$ cat config.mk
export PLATFORM = sky130hd
export DESIGN_NAME = crm_front
export DESIGN_NICKNAME = d
export VERILOG_FILES = /design/src/hdl/pixel_cell_region_map_top_defines.svh /design/src/hdl/crm_pkg.sv /design/src/hdl/crm_front.sv
export SDC_FILE = /design/constraint.sdc
export NUM_CORES = 1
export LEC_CHECK = 0
export BUFFER_PORTS_ARGS = -buffer_cell sky130_fd_sc_hd__buf_2
export CAP_MARGIN = 20
export CORE_MARGIN = 1.5
export CORE_UTILIZATION = 40
export DETAILED_ROUTE_END_ITERATION = 8
export PLACE_DENSITY = 0.7
export SLEW_MARGIN = 20
export SYNTH_ARGS = -nofsm -noshare
export SYNTH_HDL_FRONTEND = slang
export SYNTH_SLANG_ARGS = --single-unit
$ cat constraint.sdc
create_clock -name clk -period 7.1 [get_ports clk]
set_input_delay 0.71 -clock clk [delete_from_list [all_inputs] [get_ports clk]]
set_output_delay 0.71 -clock clk [all_outputs]
set_load 0.02 [all_outputs]
$ cat src/hdl/pixel_cell_region_map_top_defines.svh
// Assertion macros used by the pixel cell region map back end (crm_back).
`ifndef PIXEL_CELL_REGION_MAP_TOP_DEFINES_SVH
`define PIXEL_CELL_REGION_MAP_TOP_DEFINES_SVH

// Implication checked in the same cycle.
`define PCRM_ASSERT_IMP(name, clk_s, rst_n_s, ante, cons) \
	name: assert property (@(posedge clk_s) disable iff (!rst_n_s) (ante) |-> (cons)) \
		else $error("pixel_cell_region_map: assertion failed");

// Implication checked in the cycle after the antecedent.
`define PCRM_ASSERT_NXT(name, clk_s, rst_n_s, ante, cons) \
	name: assert property (@(posedge clk_s) disable iff (!rst_n_s) (ante) |=> (cons)) \
		else $error("pixel_cell_region_map: assertion failed");

`endif

$ cat src/hdl/crm_pkg.sv
// Types, codes and defaults shared by the cell region map modules.
package crm_pkg;

	localparam int MAX_ROWS_DEF   = 64;
	localparam int MAX_COLS_DEF   = 64;
	localparam int COORD_BITS_DEF = 12;

	localparam logic [1:0] CMD_LOOKUP = 2'd0;
	localparam logic [1:0] CMD_WRITE  = 2'd1;
	localparam logic [1:0] CMD_SEQ    = 2'd2;
	localparam logic [1:0] CMD_GRID   = 2'd3;

	localparam logic [1:0] ST_DONE    = 2'd0;
	localparam logic [1:0] ST_OUTSIDE = 2'd1;
	localparam logic [1:0] ST_BIG     = 2'd2;

	localparam logic [2:0] REG_CELL_W = 3'd0;
	localparam logic [2:0] REG_CELL_H = 3'd1;
	localparam logic [2:0] REG_ROWS   = 3'd2;
	localparam logic [2:0] REG_COLS   = 3'd3;
	localparam logic [2:0] REG_MAX_W  = 3'd4;
	localparam logic [2:0] REG_MAX_H  = 3'd5;

	localparam logic [15:0] OUTSIDE_REGION = 16'hFFFF;

	typedef struct packed {
		logic [1:0]  cmd;
		logic [11:0] pixel_y;
		logic [11:0] pixel_x;
		logic [5:0]  cell_row;
		logic [5:0]  cell_col;
		logic [15:0] entry_value;
		logic [12:0] image_width;
		logic [12:0] image_height;
		logic [12:0] block_width;
		logic [12:0] block_height;
	} in_word_t;

	typedef struct packed {
		logic [15:0] region;
		logic [1:0]  status;
	} out_word_t;

	typedef struct packed {
		logic [12:0] cell_width;
		logic [12:0] cell_height;
		logic [6:0]  row_count;
		logic [6:0]  col_count;
		logic [12:0] max_image_width;
		logic [12:0] max_image_height;
	} cfg_t;

	typedef struct packed {
		in_word_t word;
		logic     oversize;
	} q_item_t;

	typedef struct packed {
		logic valid;
		logic clearing;
	} back_stat_t;

	function automatic logic [12:0] nz13(input logic [12:0] v);
		return (v == 13'd0) ? 13'd1 : v;
	endfunction

endpackage

$ cat src/hdl/crm_front.sv
// Front end: accepts words, flags oversize grid fills and queues them.
module crm_front
	import crm_pkg::*;
(
	input  logic       clk,
	input  logic       arst_n,
	input  logic       in_valid,
	output logic       in_stall,
	input  in_word_t   in_word,
	input  cfg_t       cfg,
	input  logic       clearing,
	output logic       q_valid,
	output q_item_t    q_item,
	input  logic       q_pop
);

	q_item_t    q_mem_q [2];
	logic       wr_ptr_q;
	logic       rd_ptr_q;
	logic [1:0] count_q;
	logic       push;
	q_item_t    new_item;

	assign in_stall = (count_q == 2'd2) || clearing;
	assign push     = in_valid && !in_stall;

	always_comb begin
		new_item.word     = in_word;
		new_item.oversize = (in_word.image_width > cfg.max_image_width) ||
			(in_word.image_height > cfg.max_image_height);
	end

	always_ff @(posedge clk) begin
		if (push) begin
			q_mem_q[wr_ptr_q] <= new_item;
		end
	end

	always_ff @(posedge clk or negedge arst_n) begin
		if (!arst_n) begin
			wr_ptr_q <= 1'b0;
			rd_ptr_q <= 1'b0;
			count_q  <= '0;
		end else begin
			if (push) begin
				wr_ptr_q <= !wr_ptr_q;
			end
			if (q_pop) begin
				rd_ptr_q <= !rd_ptr_q;
			end
			count_q <= count_q + 2'(push) - 2'(q_pop);
		end
	end

	assign q_valid = (count_q != 2'd0);
	assign q_item  = q_mem_q[rd_ptr_q];

endmodule

==> flow_metrics.env, run 1 <==
export IMPL_outcome="completed"
export IMPL_yosys_top_cells_area="edfxtp_1 (75%), mux2_2 (14%), ha_1 (4.1%)"
export IMPL_core_um2=21020
export IMPL_finalNetCount=914
export IMPL_endpoint_kind="output port"
export IMPL_required_ns=6.39
export IMPL_yosys_area_top_type="edfxtp_1"
export IMPL_setup_slack_ns=3.671
export IMPL_hold_worst_slack_ns=0.3922
export IMPL_worstPathCellList="buf_4, mux2_2, buf_2"
export IMPL_placed_cell_area_um2=10120
export IMPL_max_freq_mhz=291.6
export IMPL_fin_crit_sh_pct=48.30
export IMPL_synth_edf_count=214
export IMPL_numClockSinks=218
export IMPL_cts_clk_slew_worst_paths_ns=0.06
export IMPL_cts_made_buffers=24
export IMPL_synth_top_area_share_pct=74.96
export IMPL_cts_root_buf="clkbuf_16"
export IMPL_wl_um=16510
export IMPL_synth_area_um2=8573
export IMPL_drtIter0Drc=139
export IMPL_grt_ovfl_total=0
export IMPL_die_y_um=149.4
export IMPL_die_area_um2=22320
export IMPL_postLayoutCellArea_um2=10890
export IMPL_path_buf_inv=2
export IMPL_antenna_left=0
export IMPL_period_needed_ns=3.429
export IMPL_cts_tree="built"
export IMPL_yosys_most_used_dff="edfxtp_1"
export IMPL_antenna_found_initial=2
export IMPL_arrival_ns=2.72
export IMPL_yosys_warnings=0
export IMPL_grt_start_max_net_pins=69
export IMPL_pwr_density_cell_nw_per_um2=364.7
export IMPL_crit_family="buffers and inverters"
export IMPL_routabilityCongestion=0.7849
export IMPL_worst_pin_slew_ns=0.8846
export IMPL_syn_num_nets=650
export IMPL_clockBufferDepth=3
export IMPL_critical_path_class="flop to output port"
export IMPL_vias_per_cell=4.738
export IMPL_rsz0062_at_grt="false"
export IMPL_rows=53
export IMPL_drc_errors=0
export IMPL_fillers=1745
export IMPL_slew_viol_final=0
export IMPL_syn_to_final_growth_pct=27.00
export IMPL_clkLatencyLatePin_ns=0.50
export IMPL_final_setup_viol_count=0
export IMPL_io_pins=286
export IMPL_grt_pass1_wl_um=24880
export IMPL_min_path_cells=1
export IMPL_clock_skew_ns=0.01129
export IMPL_dp_slack_ns=4.150
export IMPL_cts_htree_levels=1
export IMPL_peakVddDrop_v=0.0001836
export IMPL_initial_utilization_pct=40.78
export IMPL_report_final_hold_viol_count=0
export IMPL_portBuffers=245
export IMPL_synthCells=445
export IMPL_synth_seq_area_share_pct=76.12
export IMPL_ys_ff_latch=218
export IMPL_detail_route_wl_per_cell_um=16.48
export IMPL_drtPass1Iterations=4
export IMPL_critical_path_depth=3
export IMPL_drv_cap=0
export IMPL_track_usage_pct=14.30
export IMPL_relSlewSlack_pct=41.03
export IMPL_critPathSlowestCell="dfrtp_4"
export IMPL_finalPower_mw=3.971
export IMPL_reg2regPathDepth=4
export IMPL_p_leak_nw=4.256
export IMPL_fin_setup_tns_ns=0
export IMPL_async_flop_share_pct=1.835
export IMPL_cp_start_kind="flop"
export IMPL_die_w_um=149.4
export IMPL_drive_gt1_share_pct=54.21
export IMPL_critPathMaxStageDelay_ns=0.87
export IMPL_vias=4747
export IMPL_hpwl_um=11300
export IMPL_ys_types=28
export IMPL_avgSynthCellArea_um2=19.27
export IMPL_hp_class="input port to flop"
export IMPL_path_max_fanout=59
export IMPL_grt_pass1_vias=5073
## logic make-up (layout without fill, tap and decap cells)
family / after synthesis / in the layout / share of synthesized area (%)
adders and majority gates: 28 / 28 / 4.086
other: 0 / 2 / 0
buffers and inverters: 44 / 324 / 2.233
xor gates and xnor gates: 4 / 4 / 0.4087
DFF: 218 / 218 / 76.12
and+or+nand+nor: 25 / 25 / 1.532
AOI/OAI and AO/OA: 19 / 19 / 1.562
muxes: 107 / 107 / 14.05
## cell type report
class	instances	area, um^2	area share, %
flip-flops and latches	218	6530	59.97
multi-input cells	183	1868	17.16
repair buffers	250	1266	11.63
clock buffers	30	644.4	5.918
well taps	275	344.1	3.160
inverters	32	120.1	1.103
clock inverters	12	110.1	1.011
diodes	2	5.005	0.04597
## where the power goes
group          switching, mW  internal [mW]
logic                  0.642          0.461
clock network          0.456          0.712
registers             0.0953           1.60
total                   1.19           2.78
## path summary, 6_finish.rpt
kind | startpoint | end | slack [ns]
min reg2reg | count_q[1] | count_q[1] | 0.50
max reg2reg | count_q[0] | q_mem_q[1][22] | 4.59
min | in_word[105] | q_mem_q[0][106] | 0.39
min in group asynchronous | arst_n | count_q[1] | 0.56
max in group asynchronous | arst_n | rd_ptr_q | 6.40
max | rd_ptr_q | q_item[77] | 3.67
## metrics by stage
stage / std cells / util, %
floorplan: 445 / -
global placement: 957 / 48.13
detailed placement: 957 / 48.13
CTS: 1000 / 51.77
global route: 1002 / 51.79
finish: 1002 / 51.79
## state kept, by name (all words and copies together), names as in the netlist
name      cells
q_mem_q     214
rd_ptr_q      1
wr_ptr_q      1
count_q       2
## repair_timing
item / 4_1_cts / 5_1_grt
hold endpoints to repair: 4 / 0
hold buffers: 1 / 0
resized for setup: 0 / 0
setup buffers: 0 / 0
## routing by layer
metal / part of all wire (%) / vias to the layer above / GRT usage, %
met5: 0 / - / 0
met4: 1.5 / 0 / 4.307
met3: 7.5 / 29 / 3.792
met2: 52 / 182 / 26.15
met1: 39 / 2289 / 16.21
li1: - / 2247 / -
## cells in the mapped netlist, drive strengths merged, types with 3 or more instances
cell and n:
mux2 107, buf 12, nand3 4, a21oi 11, ha 28, dfrtp 4, nand4 5, xnor2 3
nand2 4, edfxtp 214, inv 32, nor2 4
## placed cells by master, fill, tap and decap left out, types with 5 or more instances in the layout
master,synthesis,layout
a21oi_1,10,10
inv_1,32,32
nand4_1,5,5
ha_1,28,28
buf_2,9,245
clkinv_1,0,6
clkbuf_16,0,25
edfxtp_1,214,214
clkbuf_1,0,5
mux2_2,107,107
(Power assumes the default switching activity.)
==> run 2, diff against run 1 <==
==> constraint.sdc (replaced) <==
create_clock -name clk -period 3.25 [get_ports clk]
set_input_delay 0.325 -clock clk [delete_from_list [all_inputs] [get_ports clk]]
set_output_delay 0.325 -clock clk [all_outputs]
set_load 0.02 [all_outputs]
==> flow_metrics.env, run 2 (synthesis gave the netlist of run 1 again) <==
export IMPL_portBuffers=245
export IMPL_placedCellCount=959
export IMPL_arrival_ns=1.98
export IMPL_final_setup_viol_count=0
export IMPL_pwr_density_cell_nw_per_um2=758.0
export IMPL_report_final_hold_viol_count=0
export IMPL_peakVddDrop_v=0.0004298
export IMPL_grt_ovfl_total=0
export IMPL_antenna_left=0
export IMPL_endpoint_kind="output port"
export IMPL_rows=53
export IMPL_clkLatencyLatePin_ns=0.50
export IMPL_period_needed_ns=2.302
export IMPL_wl_um=16990
export IMPL_fin_util_pct=54.56
export IMPL_cts_tree="built"
export IMPL_outcome="completed"
export IMPL_core_um2=21020
export IMPL_dp_slack_ns=1.199
export IMPL_grt_pass1_vias=5361
export IMPL_largest_register_ff_count=214
export IMPL_hold_worst_slack_ns=0.02345
export IMPL_hp_class="input port to flop"
export IMPL_cts_made_buffers=23
export IMPL_path_max_fanout=40
export IMPL_initial_utilization_pct=40.78
export IMPL_drive_gt1_share_pct=50.64
export IMPL_relSlewSlack_pct=50.32
export IMPL_fin_crit_sh_pct=70.82
export IMPL_reg_top3="q_mem_q x214, count_q x2"
export IMPL_drc_errors=0
export IMPL_antennaDiodeCount=0
export IMPL_final_cells=1059
export IMPL_die_area_um2=22320
export IMPL_clockBufferDepth=3
export IMPL_layout_common_cells="buf_2 (245), edfxtp_1 (214), mux2_2 (107)"
export IMPL_setup_slack_ns=0.9483
export IMPL_hpwl_um=11260
export IMPL_grt_start_max_net_pins=69
export IMPL_cts_htree_levels=1
export IMPL_slew_viol_final=0
export IMPL_finalNetCount=972
export IMPL_track_usage_pct=14.57
export IMPL_drv_cap=0
export IMPL_regMostFlops="q_mem_q"
export IMPL_critical_path_class="flop to output port"
export IMPL_multi_input_area_um2=1868
export IMPL_io_pins=286
export IMPL_drtPass1Iterations=4
export IMPL_cp_start_kind="flop"
export IMPL_p_leak_nw=4.490
export IMPL_fin_setup_tns_ns=0
export IMPL_detail_route_wl_per_cell_um=16.05
export IMPL_grt_pass1_wl_um=25700
export IMPL_die_y_um=149.4
export IMPL_vias_per_cell=4.723
export IMPL_cts_clk_slew_worst_paths_ns=0.06
export IMPL_layout_commonest_cell="buf_2"
export IMPL_antenna_found_initial=0
export IMPL_max_freq_mhz=434.5
export IMPL_fillers=1642
export IMPL_cts_setup_buffers=0
export IMPL_postLayoutCellArea_um2=11470
export IMPL_finalPower_mw=8.694
export IMPL_cts_root_buf="clkbuf_16"
export IMPL_clock_skew_ns=0.006945
export IMPL_numClockSinks=218
export IMPL_worst_pin_slew_ns=0.7452
export IMPL_rsz0062_at_grt="false"
export IMPL_drtIter0Drc=210
export IMPL_seqCellArea_um2=6530
export IMPL_placed_cell_area_um2=10160
export IMPL_syn_to_final_growth_pct=33.79
export IMPL_routabilityCongestion=0.7872
export IMPL_vias=5002
export IMPL_required_ns=2.92
export IMPL_die_w_um=149.4
[run 2: changes by cell type in the layout (fill, tap and decap cells not counted), sizes merged, moves of 2 or more]
cell,delta
clkbuf,+4
clkinvlp,+3
diode,-2
clkinv,-6
buf,+2
dlygate4sd3,+57
[run 2: cell type report]
| class | instances | share of cell area (%) |
|---|---|---|
| clock buffer | 34 | 5.727 |
| sequential | 218 | 56.93 |
| multi-input combinational | 183 | 16.29 |
| tap | 275 | 3.000 |
| timing repair buffer | 309 | 16.36 |
| inverter | 32 | 1.047 |
| clock inverter | 8 | 0.6436 |
[run 2: worst paths after layout]
path | from | to | slack, ns | cells past startpoint
max in group asynchronous | arst_n | rd_ptr_q | 2.93 | 2
setup reg to reg | count_q[0] | q_mem_q[1][76] | 1.25 | 4
hold reg to reg | count_q[1] | count_q[1] | 0.50 | 1
hold / removal | in_word[19] | q_mem_q[1][20] | 0.02 | 1
setup / recovery | rd_ptr_q | q_item[36] | 0.95 | 3
min in group asynchronous | arst_n | rd_ptr_q | 0.19 | 2
[run 2: timing repair]
action | in CTS | in global routing
setup endpoints to repair | 0 | 0
resized for setup | 0 | 0
endpoints found under the hold margin | 117 | 0
hold buffers | 58 | 0
[run 2: power by group]
part           total [mW]  switching, mW  leakage [nW]  internal, mW
registers            3.59         0.0881          2.00          3.50
logic                2.62           1.53          2.14          1.08
clock network        2.49           1.01         0.347          1.48
total                8.69           2.63          4.49          6.06
[run 2: worst max-delay path, cell delays in order, from the launching register on]
cell and delay, ns:
dfrtp_4 0.42, buf_4 0.44, mux2_2 0.41, buf_2 0.16
[run 2: metal layers]
layer / part of all wire (%) / track usage, %
met5: 0 / 0
met4: 2.2 / 4.653
met3: 7.7 / 3.792
met2: 52 / 26.91
met1: 38 / 16.21
